### config.mk
export PLATFORM = sky130hd
export DESIGN_NAME = hex_text_to_can_frame
export DESIGN_NICKNAME = d
export VERILOG_FILES = /design/src/rtl/hcf_pkg.sv /design/src/rtl/hcf_parser.sv /design/src/rtl/hcf_out_reg.sv /design/src/rtl/hex_text_to_can_frame.sv
export SDC_FILE = /design/constraint.sdc
export NUM_CORES = 1
export LEC_CHECK = 0
export ABC_CLOCK_PERIOD_IN_PS = 6500
export BUFFER_PORTS_ARGS = -buffer_cell sky130_fd_sc_hd__buf_2
export CAP_MARGIN = 5
export CORE_ASPECT_RATIO = 1.75
export CORE_UTILIZATION = 45
export CTS_BUF_LIST = sky130_fd_sc_hd__clkbuf_4
export DETAILED_ROUTE_END_ITERATION = 6
export PLACE_DENSITY = 0.76
export SLEW_MARGIN = 20
export SYNTH_ARGS = -nofsm -noshare
export SYNTH_HDL_FRONTEND = slang
export SYNTH_SLANG_ARGS = --single-unit
### constraint.sdc
create_clock -name clk_i -period 6.5 [get_ports clk_i]
set_input_delay 0.325 -clock clk_i [delete_from_list [all_inputs] [get_ports clk_i]]
set_output_delay 0.325 -clock clk_i [all_outputs]
set_load 0.01 [all_outputs]
### src/rtl/hcf_pkg.sv
// ----------------------------------------------------------------------------
// hcf_pkg: shared types and constants for the hex text to CAN frame parser
// Character codes, parse phases, field widths and the frame result record.
// ----------------------------------------------------------------------------
`default_nettype none

package hcf_pkg;

  localparam int unsigned MAX_BYTES  = 8;
  localparam int unsigned DATA_SLOTS = 8;
  localparam int unsigned BYTE_IDX_W = 3;
  localparam int unsigned ID_W       = 29;
  localparam int unsigned NIB_CNT_W  = 5;
  localparam int unsigned BYTE_CNT_W = 4;

  localparam logic [7:0] CHAR_START = 8'h53;
  localparam logic [7:0] CHAR_HASH  = 8'h23;
  localparam logic [7:0] CHAR_ZERO  = 8'h30;
  localparam logic [7:0] CHAR_NINE  = 8'h39;
  localparam logic [7:0] HEX_LETTER_OFS = 8'd7;

  localparam logic [ID_W-1:0]      STD_ID_MAX = ID_W'(32'h7FF);
  localparam logic [NIB_CNT_W-1:0] NIB_LIMIT  = NIB_CNT_W'(2 * MAX_BYTES);

  typedef enum logic [1:0] {
    PH_IDLE = 2'd0,
    PH_ID   = 2'd1,
    PH_DATA = 2'd2
  } phase_e;

  typedef struct packed {
    logic [ID_W-1:0]                 frame_id;
    logic                            extended_id;
    logic [BYTE_CNT_W-1:0]           byte_count;
    logic [DATA_SLOTS-1:0][7:0]      data;
  } frame_t;

  function automatic logic [3:0] hex_digit(input logic [7:0] ch);
    logic [7:0] adj;
    adj = (ch > CHAR_NINE) ? (ch - HEX_LETTER_OFS) : ch;
    return adj[3:0];
  endfunction

endpackage

`default_nettype wire

### src/rtl/hcf_parser.sv
// ----------------------------------------------------------------------------
// hcf_parser: parse state and frame assembly
// Holds the phase, identifier, nibble count and payload bytes, updates them
// for the staged character and forms the frame when a terminator arrives.
// ----------------------------------------------------------------------------
`default_nettype none

module hcf_parser (
  input  logic                clk_i,
  input  logic                rst_ni,
  input  logic                fire_i,
  input  logic [7:0]          char_i,
  output logic                emit_o,
  output hcf_pkg::frame_t     frame_o
);
  import hcf_pkg::*;

  phase_e                     phase_q, phase_d;
  logic [ID_W-1:0]            id_q, id_d;
  logic [NIB_CNT_W-1:0]       nib_q, nib_d;
  logic [DATA_SLOTS-1:0][7:0] pay_q, pay_d;
  logic [3:0]                 digit;
  logic [BYTE_IDX_W-1:0]      wr_idx;
  logic [BYTE_CNT_W-1:0]      count;
  logic                       emit;

  assign digit  = hex_digit(char_i);
  assign wr_idx = nib_q[BYTE_IDX_W:1];
  assign count  = nib_q[NIB_CNT_W-1:1];

  always_comb begin
    phase_d = phase_q;
    id_d    = id_q;
    nib_d   = nib_q;
    pay_d   = pay_q;
    emit    = 1'b0;
    case (phase_q)
      PH_ID: begin
        if (char_i == CHAR_HASH) begin
          phase_d = PH_DATA;
          nib_d   = '0;
        end else begin
          id_d = {id_q[ID_W-5:0], digit};
        end
      end
      PH_DATA: begin
        if (char_i >= CHAR_ZERO) begin
          if (nib_q < NIB_LIMIT) begin
            pay_d[wr_idx] = {pay_q[wr_idx][3:0], digit};
            nib_d         = nib_q + NIB_CNT_W'(1);
          end
        end else begin
          emit    = 1'b1;
          phase_d = PH_IDLE;
        end
      end
      default: begin
        if (char_i == CHAR_START) begin
          phase_d = PH_ID;
          id_d    = '0;
        end else begin
          phase_d = PH_IDLE;
        end
      end
    endcase
  end

  always_comb begin
    frame_o.frame_id    = id_q;
    frame_o.extended_id = (id_q > STD_ID_MAX);
    frame_o.byte_count  = count;
    for (int k = 0; k < DATA_SLOTS; k++) begin
      frame_o.data[k] = (BYTE_CNT_W'(k) < count) ? pay_q[k] : 8'h00;
    end
  end

  assign emit_o = emit;

  always_ff @(posedge clk_i or negedge rst_ni) begin
    if (!rst_ni) begin
      phase_q <= PH_IDLE;
      id_q    <= '0;
      nib_q   <= '0;
      pay_q   <= '0;
    end else if (fire_i) begin
      phase_q <= phase_d;
      id_q    <= id_d;
      nib_q   <= nib_d;
      pay_q   <= pay_d;
    end
  end

endmodule

`default_nettype wire

### src/rtl/hcf_out_reg.sv
// ----------------------------------------------------------------------------
// hcf_out_reg: frame result register
// Holds one finished frame until the receiver takes it.
// ----------------------------------------------------------------------------
`default_nettype none

module hcf_out_reg (
  input  logic            clk_i,
  input  logic            rst_ni,
  input  logic            load_i,
  input  hcf_pkg::frame_t frame_i,
  input  logic            ready_i,
  output logic            valid_o,
  output hcf_pkg::frame_t frame_o
);
  import hcf_pkg::*;

  logic   valid_q, valid_d;
  frame_t frame_q;

  always_comb begin
    valid_d = valid_q;
    if (load_i) begin
      valid_d = 1'b1;
    end else if (ready_i) begin
      valid_d = 1'b0;
    end
  end

  always_ff @(posedge clk_i or negedge rst_ni) begin
    if (!rst_ni) begin
      valid_q <= 1'b0;
    end else begin
      valid_q <= valid_d;
    end
  end

  always_ff @(posedge clk_i) begin
    if (load_i) begin
      frame_q <= frame_i;
    end
  end

  assign valid_o = valid_q;
  assign frame_o = frame_q;

endmodule

`default_nettype wire

### src/rtl/hex_text_to_can_frame.sv
// ----------------------------------------------------------------------------
// hex_text_to_can_frame: ASCII hex text line to CAN data frame parser
// Takes one character per transfer on the input channel and returns one
// frame on the output channel for every line S<id>#<data> that is ended
// by a character below '0'.
//
// A character taken on the input channel is first held in an input
// register. When it advances, the parser updates its state from it and,
// for a terminator, loads the frame into the result register, from which
// the frame is offered on the output channel.
// The block takes one character in every cycle. It stalls the input only
// when a terminator waits in the input register while the result register
// still holds a frame that the receiver has not yet taken; characters that
// produce no frame keep flowing while the receiver stalls.
// Reset clears the parse state to idle and empties both registers.
// Data bytes at or beyond the byte count read as zero.
// ----------------------------------------------------------------------------
`default_nettype none

module hex_text_to_can_frame (
  input  logic                                 clk_i,
  input  logic                                 rst_ni,
  input  logic                                 in_valid_i,
  output logic                                 in_ready_o,
  input  logic [7:0]                           character_i,
  output logic                                 out_valid_o,
  input  logic                                 out_ready_i,
  output logic [hcf_pkg::ID_W-1:0]             frame_id_o,
  output logic                                 extended_id_o,
  output logic [hcf_pkg::BYTE_CNT_W-1:0]       byte_count_o,
  output logic [7:0]                           data_byte0_o,
  output logic [7:0]                           data_byte1_o,
  output logic [7:0]                           data_byte2_o,
  output logic [7:0]                           data_byte3_o,
  output logic [7:0]                           data_byte4_o,
  output logic [7:0]                           data_byte5_o,
  output logic [7:0]                           data_byte6_o,
  output logic [7:0]                           data_byte7_o
);
  import hcf_pkg::*;

  logic       stg_valid_q, stg_valid_d;
  logic [7:0] stg_char_q;
  logic       stg_emit;
  logic       out_free;
  logic       advance;
  logic       in_fire;
  frame_t     stg_frame;
  frame_t     out_frame;

  assign out_free   = !out_valid_o || out_ready_i;
  assign advance    = stg_valid_q && (!stg_emit || out_free);
  assign in_ready_o = !stg_valid_q || advance;
  assign in_fire    = in_valid_i && in_ready_o;

  always_comb begin
    stg_valid_d = stg_valid_q;
    if (in_fire) begin
      stg_valid_d = 1'b1;
    end else if (advance) begin
      stg_valid_d = 1'b0;
    end
  end

  always_ff @(posedge clk_i or negedge rst_ni) begin
    if (!rst_ni) begin
      stg_valid_q <= 1'b0;
    end else begin
      stg_valid_q <= stg_valid_d;
    end
  end

  always_ff @(posedge clk_i) begin
    if (in_fire) begin
      stg_char_q <= character_i;
    end
  end

  hcf_parser u_parser (
    .clk_i   (clk_i),
    .rst_ni  (rst_ni),
    .fire_i  (advance),
    .char_i  (stg_char_q),
    .emit_o  (stg_emit),
    .frame_o (stg_frame)
  );

  hcf_out_reg u_out_reg (
    .clk_i   (clk_i),
    .rst_ni  (rst_ni),
    .load_i  (advance && stg_emit),
    .frame_i (stg_frame),
    .ready_i (out_ready_i),
    .valid_o (out_valid_o),
    .frame_o (out_frame)
  );

  assign frame_id_o    = out_frame.frame_id;
  assign extended_id_o = out_frame.extended_id;
  assign byte_count_o  = out_frame.byte_count;
  assign data_byte0_o  = out_frame.data[0];
  assign data_byte1_o  = out_frame.data[1];
  assign data_byte2_o  = out_frame.data[2];
  assign data_byte3_o  = out_frame.data[3];
  assign data_byte4_o  = out_frame.data[4];
  assign data_byte5_o  = out_frame.data[5];
  assign data_byte6_o  = out_frame.data[6];
  assign data_byte7_o  = out_frame.data[7];

  // The input stalls only behind a terminator blocked by an untaken frame.
  assert property (@(posedge clk_i) disable iff (!rst_ni)
    !in_ready_o |-> (stg_valid_q && stg_emit && out_valid_o && !out_ready_i))
    else $error("input stalled without a blocked frame");

  assert property (@(posedge clk_i) disable iff (!rst_ni)
    out_valid_o |-> (byte_count_o <= BYTE_CNT_W'(MAX_BYTES)))
    else $error("byte count above the payload limit");

  assert property (@(posedge clk_i) disable iff (!rst_ni)
    out_valid_o |-> (extended_id_o == (frame_id_o > STD_ID_MAX)))
    else $error("extended flag does not match the identifier");

  assert property (@(posedge clk_i) disable iff (!rst_ni)
    (out_valid_o && (byte_count_o == '0)) |-> (data_byte0_o == 8'h00))
    else $error("data byte beyond count is not zero");

endmodule

`default_nettype wire
Word level (Yosys, flattened, before mapping)

Index checks and enable logic that the tools add are counted.

Output and inout bits: 100
Word-level logic and storage cells: 92
Bits in latches: 0
Memories kept: 0
Memory bits (read-only): 0
Flip-flop bits (word level): 208
Memory bits (writable): 0

$lt $le $gt $ge: 14
$add $sub $neg: 2
Multiplexer cells: 23
Equality and inequality tests: 9
Shift operators: 0
Multipliers: 0
Bitwise operators: 1
Divide/modulo/power cells: 0
Reductions and logical operators: 18

Operator list:

| operator                                               | count |
|---|---|
| bitwise mux 64 bit                                     | 1 |
| two-way mux 29 bit                                     | 2 |
| one-hot mux 29 bit (2 select lines)                    | 1 |
| > comparator 29 x 11 -> 1 bit (second input constant)  | 1 |
| binary-select mux 8 bit (select 3 bit)                 | 1 |
| demux 8 bit (select 3 bit)                             | 1 |
| < comparator 3 x 4 -> 1 bit (first input constant)     | 4 |
| two-way mux 5 bit                                      | 3 |
| one-hot mux 5 bit (2 select lines)                     | 1 |
| equality test 8 x 6 -> 1 bit (second input constant)   | 1 |
| equality test 8 x 7 -> 1 bit (second input constant)   | 1 |
| >= comparator 8 x 6 -> 1 bit (second input constant)   | 1 |
| > comparator 8 x 6 -> 1 bit (second input constant)    | 1 |
| < comparator 1 x 4 -> 1 bit (first input constant)     | 2 |
| < comparator 2 x 4 -> 1 bit (first input constant)     | 2 |
| two-way mux 4 bit                                      | 2 |
| two-way mux 8 bit                                      | 1 |
| AND reduction 4 bit                                    | 2 |
| nonzero test 2 bit                                     | 4 |
| two-way mux 1 bit                                      | 7 |
| inequality test 2 x 1 -> 1 bit (second input constant) | 3 |
| adder 5 x 1 -> 5 bit (second input constant)           | 1 |
| < comparator 5 bit (second input constant)             | 1 |
| AND reduction 5 bit                                    | 1 |
| 13 further kinds                                       | 22 |

Logic depth before layout (Yosys ltp)

Gate-level depths: netlist (run 1).

Depth in word-level cells: 9
Depth in mapped cells: 9

Modules after synthesis

Synthesis (run 1) repeated with hierarchy kept, for this count alone.

Cell total of the unflattened synthesis: 522
Area, all modules: 8,137.8 sq um

By module, submodules not included:

| module                | cells an instance | times used | area each (sq um) | sequential area each (sq um) |
|---|---|---|---|---|
| hcf_parser            | 405               | 1          | 4,835.9           | 2,502.4 |
| hcf_out_reg           | 101               | 1          | 2,979.1           | 2,967.8 |
| hex_text_to_can_frame | 16                | 1          | 322.8             | 265.3 |

Least setup slack after synthesis (run 1)

OpenSTA, ideal clock, no wires.

Path kind: register -> register
Start point: register stg_char_q[4]
End point: register u_out_reg.frame_q (netlist bit u_out_reg.frame_o[0]) (enable)
Cell stages (with the launch flop): 5
Arrival: 5.492 ns
Period minus slack after synthesis: 6.058 ns
Required time: 5.934 ns
Library setup time: 0.566 ns
Slack: 0.442 ns
Buffers on the path: 1
Cells stage by stage: edfxtp_1 a211oi_1 clkbuf_1 nand3_1 nor2b_1

Longest elaborated chain between the ends: 7

RTL lines:

| item                             | line                        | source |
|---|---|---|
| from (decl)                      | hex_text_to_can_frame.sv:43 | `logic [7:0] stg_char_q;` |
| from (signal assigned)           | hex_text_to_can_frame.sv:75 | `stg_char_q <= character_i;` |
| >= comparator 8 x 6 -> 1 bit (*) | hcf_parser.sv:47            | `if (char_i >= CHAR_ZERO) begin` |
| two-way mux 1 bit (*)            | hcf_parser.sv:47            |  |
| two-way mux 1 bit (*)            | hcf_parser.sv:37            | `case (phase_q)` |
| zero test 1 bit                  | hex_text_to_can_frame.sv:52 | `assign advance = stg_valid_q && (!stg_emit \|\| out_free);` |
| logical OR 1 bit                 | hex_text_to_can_frame.sv:52 |  |
| logical AND 1 bit                | hex_text_to_can_frame.sv:52 |  |
| logical AND 1 bit (*)            | hex_text_to_can_frame.sv:91 | `.load_i (advance && stg_emit),` |
| via u_out_reg.load_i             | hcf_out_reg.sv:10           | `input logic load_i,` |
| to (signal assigned)             | hcf_out_reg.sv:40           | `frame_q <= frame_i;` |
| to (decl)                        | hcf_out_reg.sv:19           | `frame_t frame_q;` |

The timed path passes the listed nets; every way through them passes the cells marked *.
A chain may end at the register's enable or synchronous reset.

Worst setup path in the final report (run 1)

Start point: register stg_char_q[4]
End point: register u_out_reg.frame_q (netlist bit u_out_reg.frame_o[78]) (enable)

The elaborated chain is that of the path after synthesis.

==> results of run 1 <==
-- cell usage after synthesis (7+ instances only) --
cell / count / area share [%]
edfxtp_1: 106 / 38
dfrtp_1: 102 / 31
nor2b_1: 47 / 3.5
inv_1: 46 / 2.1
mux2_2: 43 / 5.8
nor2_1: 37 / 1.7
nand2_1: 36 / 1.6
mux2i_1: 34 / 4.1
a21oi_1: 33 / 2.0
and2_1: 17 / 1.3
buf_2: 12 / 0.72
clkbuf_1: 12 / 0.54
nor4_1: 11 / 0.82
nand3_1: 10 / 0.60
ha_1: 7 / 1.0
nand2b_1: 7 / 0.52
o21ai_0: 7 / 0.42
-- critical path, delay by kind of cell (launching register included) --
family / cells / cell delay, ns
buffers and inverters: 2 / 0.89
AND/OR/NAND/NOR: 2 / 0.56
flip-flops: 1 / 0.48
AO/OA/AOI/OAI: 1 / 0.25
-- power by group --
| part | internal [uW] | switching [uW] | total, uW | leakage [uW] |
|---|---|---|---|---|
| clock | 522 | 473 | 995 | 0.000351 |
| combinational | 89.5 | 129 | 219 | 0.00148 |
| sequential | 1480 | 78.4 | 1560 | 0.00252 |
| total | 2090 | 681 | 2770 | 0.00435 |
-- repair_timing --
item,in CTS,in global routing
buffers inserted,0,0
gates resized for setup,0,0
setup endpoints to repair,0,0
endpoints found under the hold margin,43,0
hold buffers,10,0
-- through the flow --
step                      total power (uW)  hold slack (ns)  cell area [sq um]  util, %  std cells
final                                 2769           0.1189               9941    54.81       1038
after global routing                  2896           0.1254               9941    54.81       1038
after CTS                             2793          0.08346               9873    54.44       1035
after detailed placement              1795           0.3079               9190    50.67        946
after global placement                1784           0.3038               9190    50.67        946
after floorplan                       1693          0.02941               8361        -        617
-- placed cells by master, fill, tap and decap left out, drive strengths merged, types with 3 or more instances in the layout --
cell	netlist	layout
dlygate4sd3	0	10
edfxtp	106	106
and2	17	17
nand3	10	10
and3	6	6
dfrtp	102	102
o21ai	7	7
o22ai	3	3
or2	5	5
nand2	36	36
nor3b	3	3
mux2i	34	34
ha	7	7
inv	46	47
a31oi	4	4
mux2	43	43
nor4	11	11
nor2	37	37
nor2b	47	47
a21oi	34	34
nand2b	7	7
clkinv	0	8
a221oi	3	3
buf	15	124
clkbuf	12	69
-- how the worst min path moves through the flow --
stage                          end  slack, ns  cells past startpoint
6_report         u_out_reg.valid_o       0.12                      3
4_1_cts          u_out_reg.valid_o       0.08                      3
3_5_place_dp      u_parser.id_q[3]       0.31                      1
5_1_grt          u_out_reg.valid_o       0.13                      3
3_3_place_gp   u_parser.phase_q[0]       0.30                      1
2_1_floorplan          stg_valid_q       0.03                      0
-- state kept, by name (all words and copies together), names as in the netlist --
register and flops:
u_out_reg.frame_o 98, u_parser.pay_q 64, u_parser.id_q 29, stg_char_q 8, u_parser.nib_q 5, u_parser.phase_q 2
stg_valid_q 1, u_out_reg.valid_o 1
-- cells by family (layout without fill, tap and decap cells) --
family | count (synthesis) | in the layout
fa+ha+maj | 7 | 7
flops | 208 | 208
xor+xnor | 1 | 1
simple gates | 188 | 188
buf+inv | 73 | 259
other cells | 0 | 1
mux | 77 | 77
compound gates | 63 | 63
-- routing by layer --
layer	up-vias	wire, um	track usage, %
met5	-	0	0
met4	0	648	9.127
met3	42	756	2.821
met2	150	8756	31.74
met1	2501	6577	21.35
li1	2475	-	-
-- area by class of cell --
cell class                 count  area share (%)
sequential                   208           57.70
tap                          234           2.945
inverter                      46           1.737
clock buffer                  69           5.211
clock inverter                10          0.6545
antenna                        1         0.02517
timing repair buffer         134           7.930
multi-input combinational    336           23.80
==> flow_summary.ini, run 1 <==
[synthesis]
netlist_instances = 617
synthFlopType = edfxtp_1
synth-simple-area-share_pct = 11.97
synth_top_family_by_area = simple AND/OR/NAND/NOR gates
ys_types = 47
ys_async_sr_fraction_pct = 49.04
synth-edff-count = 106
syn_area_sq_um = 8361
ys_ff_latch = 208
synth-compound-area-share_pct = 4.774
yosysWarnings = 0
ys_seq_area_share_pct = 68.60
synth_fp_nets = 636
synthMuxAreaShare_pct = 9.862
synth_xor_area_share_pct = 0.1048
synthAdderAreaFrac_pct = 1.048
syn_avg_cell_area_sq_um = 13.55

[detailed_routing]
wl_um = 16740
route.vias.total = 5168
firstDrtPassIters = 4
final_antenna_net_count = 0
vias_per_cell = 4.979
routedWlPerCell_um = 16.13
drtIter0Drc = 237
drc_errors = 0

[min_path]
min-delay-start = out_ready_i
hp-class = primary input to register

[timing]
rsz0062_at_grt = no
skew_ns = 0.04256
slew_violations = 0
maxSlewHeadroom_pct = 20.63
setup_slack_ns = 3.942
tightest_slew_ns = 1.182
fmax_ghz = 0.3909
hold_violations = 0
period_needed_ns = 2.558
post-route-period-util_pct = 39.36
finalSetupViolations = 0
tns_ns = 0

[clock_tree]
clk_pin_slew_ns = 0.08
cts_tree = done
clk_latency_ns = 0.60
htreeDepth = 2
cts_sinks = 208
cts_made_buffers = 43
root_buffer = clkbuf_4
cts_buffer_depth = 3

[global_route]
overflow = 0
grt_max_degree = 69
antenna_found_initial = 1
grt_pass1_wl_um = 26960
grt_use_total_pct = 18.05
grt_pass1_vias = 5322

[die]
die_area_sq_um = 19150
rows = 65
core_region_area_sq_um = 18140
die_h_um = 182.3
ios = 112
initial_core_util_pct = 46.10
die_w_um = 105.0

[setup_path]
crit_path_end = u_out_reg.frame_o[78]
cp_common_cell = buf_4
crit_arrival_ns = 2.76
cp_slowest_stage_delay_ns = 0.66
critPathKind = register to register
critPathSlowestCell = buf_4
path_cells = a211oi_1 -> buf_4 -> nand3_1 -> nor2b_4 -> buf_4
r2r_slack_ns = 3.94
crit_fanout = 60
r2r-end = u_out_reg.frame_o[78]
startpoint = stg_char_q[4]
r2r-start = stg_char_q[4]
r2r_cells = 5
start_kind = register
worst-endpoint-required_ns = 6.70
worstSetupEndpointType = register

[run]
drv_cap = 0

[pwr]
irDropWorstVdd_mv = 0.1422
leakage_uw = 0.004353
powerDensity_nw_per_um2 = 278.6

[final_layout]
num-nets-final = 788
regArea_sq_um = 5736
layout-drive-gt1-share_pct = 31.26
syn_to_final_growth_pct = 18.90
fillers = 1517
multiInputGateArea_sq_um = 2366

[place]
portBuffers = 111
dp_worst_setup_slack_ns = 3.323
gp_congestion = 0.7936
dpl.hpwl_um = 11020

[run_status]
status = completed
Note: power is estimated with default switching activity, not from simulation.
==> run 2, diff against run 1 <==
ABC_CLOCK_PERIOD_IN_PS = 2400   (was 6500)
PLACE_DENSITY = 0.74   (was 0.76)
clock period = 2.4 ns   (was 6.5 ns; I/O delays follow)
==> flow_summary.ini, run 2 (synthesis gave the netlist of run 1 again) <==
[setup_path]
r2r_slack_ns = 0.21
worstSetupEndpointType = register
startpoint = stg_char_q[0]
cp_slowest_stage_delay_ns = 0.44
crit_fanout = 29
crit_arrival_ns = 2.71
r2r-start = stg_char_q[0]
r2r_cells = 6
r2r-end = u_parser.id_q[23]
path_cells = ha_1 -> or3b_4 -> or3_1 -> a21oi_4 -> buf_12 -> mux2i_1
worst-endpoint-required_ns = 2.92
critPathSlowestCell = edfxtp_1
critPathKind = register to register
crit_path_end = u_parser.id_q[23]
start_kind = register

[die]
initial_core_util_pct = 46.10
rows = 65
core_region_area_sq_um = 18140
die_h_um = 182.3
die_w_um = 105.0
die_area_sq_um = 19150
ios = 112

[detailed_routing]
routedWlPerCell_um = 15.45
drc_errors = 0
route.vias.total = 5253
wl_um = 16430
firstDrtPassIters = 4
final_antenna_net_count = 0
vias_per_cell = 4.942
drtIter0Drc = 296

[final_layout]
largest_reg_flops = 98
syn_to_final_growth_pct = 21.13
final_common_cell = buf_2
fin_area_sq_um = 10130
fillers = 1525
finish.utilization_pct = 55.84
layout_common_cells = buf_2 (110), edfxtp_1 (106), dfrtp_1 (102)
num-nets-final = 812
layout-drive-gt1-share_pct = 32.97

[run_status]
status = completed

[timing]
finalSetupViolations = 0
skew_ns = 0.03401
maxSlewHeadroom_pct = 39.75
fmax_ghz = 0.4563
rsz0062_at_grt = no
post-route-period-util_pct = 91.31
tns_ns = 0
period_needed_ns = 2.191
setup_slack_ns = 0.2085
hold_violations = 0
slew_violations = 0
tightest_slew_ns = 0.8973

[clock_tree]
cts_sinks = 208
root_buffer = clkbuf_4
cts_tree = done
cts_resized = 0
cts_buffer_depth = 3
cts_made_buffers = 43
clk_pin_slew_ns = 0.08
htreeDepth = 2
clk_latency_ns = 0.60

[global_route]
grt_max_degree = 60
grt_pass1_wl_um = 26550
grt_use_total_pct = 17.78
grt_pass1_vias = 5323
antenna_found_initial = 1
overflow = 0

[min_path]
hp-class = primary input to asynchronous set/reset pin

[place]
placed_cell_area_sq_um = 9444
gp_congestion = 0.8091
dpl.hpwl_um = 11330
dp_worst_setup_slack_ns = 0.2170
portBuffers = 111

[pwr]
powerDensity_nw_per_um2 = 733.0
leakage_uw = 0.004456
p_total_uw = 7424
irDropWorstVdd_mv = 0.2798

[run]
drv_cap = 0
[run 2: cell count changes in the layout (fill, tap and decap cells not counted), moves of 2 or more]
cell,before,now
buf_12,1,4
nor4_2,1,3
buf_4,12,32
clkbuf_4,69,67
clkinv_1,7,9
dlygate4sd3_1,10,12
clkinvlp_4,0,2
[run 2: worst min path at each step]
stage,endpoint,depth (start not counted),from
floorplan,stg_valid_q,0,rst_ni
global placement,stg_valid_q,1,rst_ni
detailed placement,stg_valid_q,1,rst_ni
CTS,u_parser.id_q[11],3,rst_ni
global route,u_parser.id_q[3],3,rst_ni
finish,u_parser.id_q[9],3,rst_ni
[run 2: area by class of cell]
class / instances / area (sq um) / area share (%)
tap: 234 / 292.8 / 2.891
clock inverter: 13 / 57.56 / 0.5683
sequential: 208 / 5736 / 56.63
clock buffer: 67 / 503.0 / 4.967
timing repair buffer: 158 / 991.0 / 9.785
multi-input combinational: 336 / 2372 / 23.42
inverter: 46 / 172.7 / 1.705
antenna: 1 / 2.502 / 0.02471
[run 2: power breakdown]
part | internal, uW | switching, uW | total, uW
Clock | 1280 | 1270 | 2550
Sequential | 4000 | 220 | 4220
Combinational | 299 | 356 | 654
[run 2: worst max-delay path, delay by kind of cell (launching register included)]
family          cells  cell delay (ns)
flops               1             0.44
mux                 1             0.23
compound gates      1             0.19
buf+inv             1             0.23
fa+ha+maj           1             0.21
simple gates        2             0.81
[run 2: repair_timing]
| action | in CTS | in global routing |
|---|---|---|
| setup buffers | 0 | 0 |
| hold endpoints to repair | 112 | 0 |
| hold buffers | 12 | 0 |
[run 2: metal layers]
| layer | track usage [%] | routed length [um] | vias to the layer above |
|---|---|---|---|
| met2 | 31.81 | 8694 | 159 |
| met5 | 0 | 0 | - |
| li1 | - | - | 2538 |
| met4 | 8.451 | 583 | 0 |
| met3 | 3.286 | 792 | 43 |
| met1 | 20.40 | 6358 | 2513 |
[run 2: through the flow]
stage	hold WS, ns	cells
floorplan	-0.1756	617
global placement	-0.02522	970
CTS	0.06385	1062
finish	0.09186	1063
detailed placement	-0.02781	970
global route	0.09048	1063
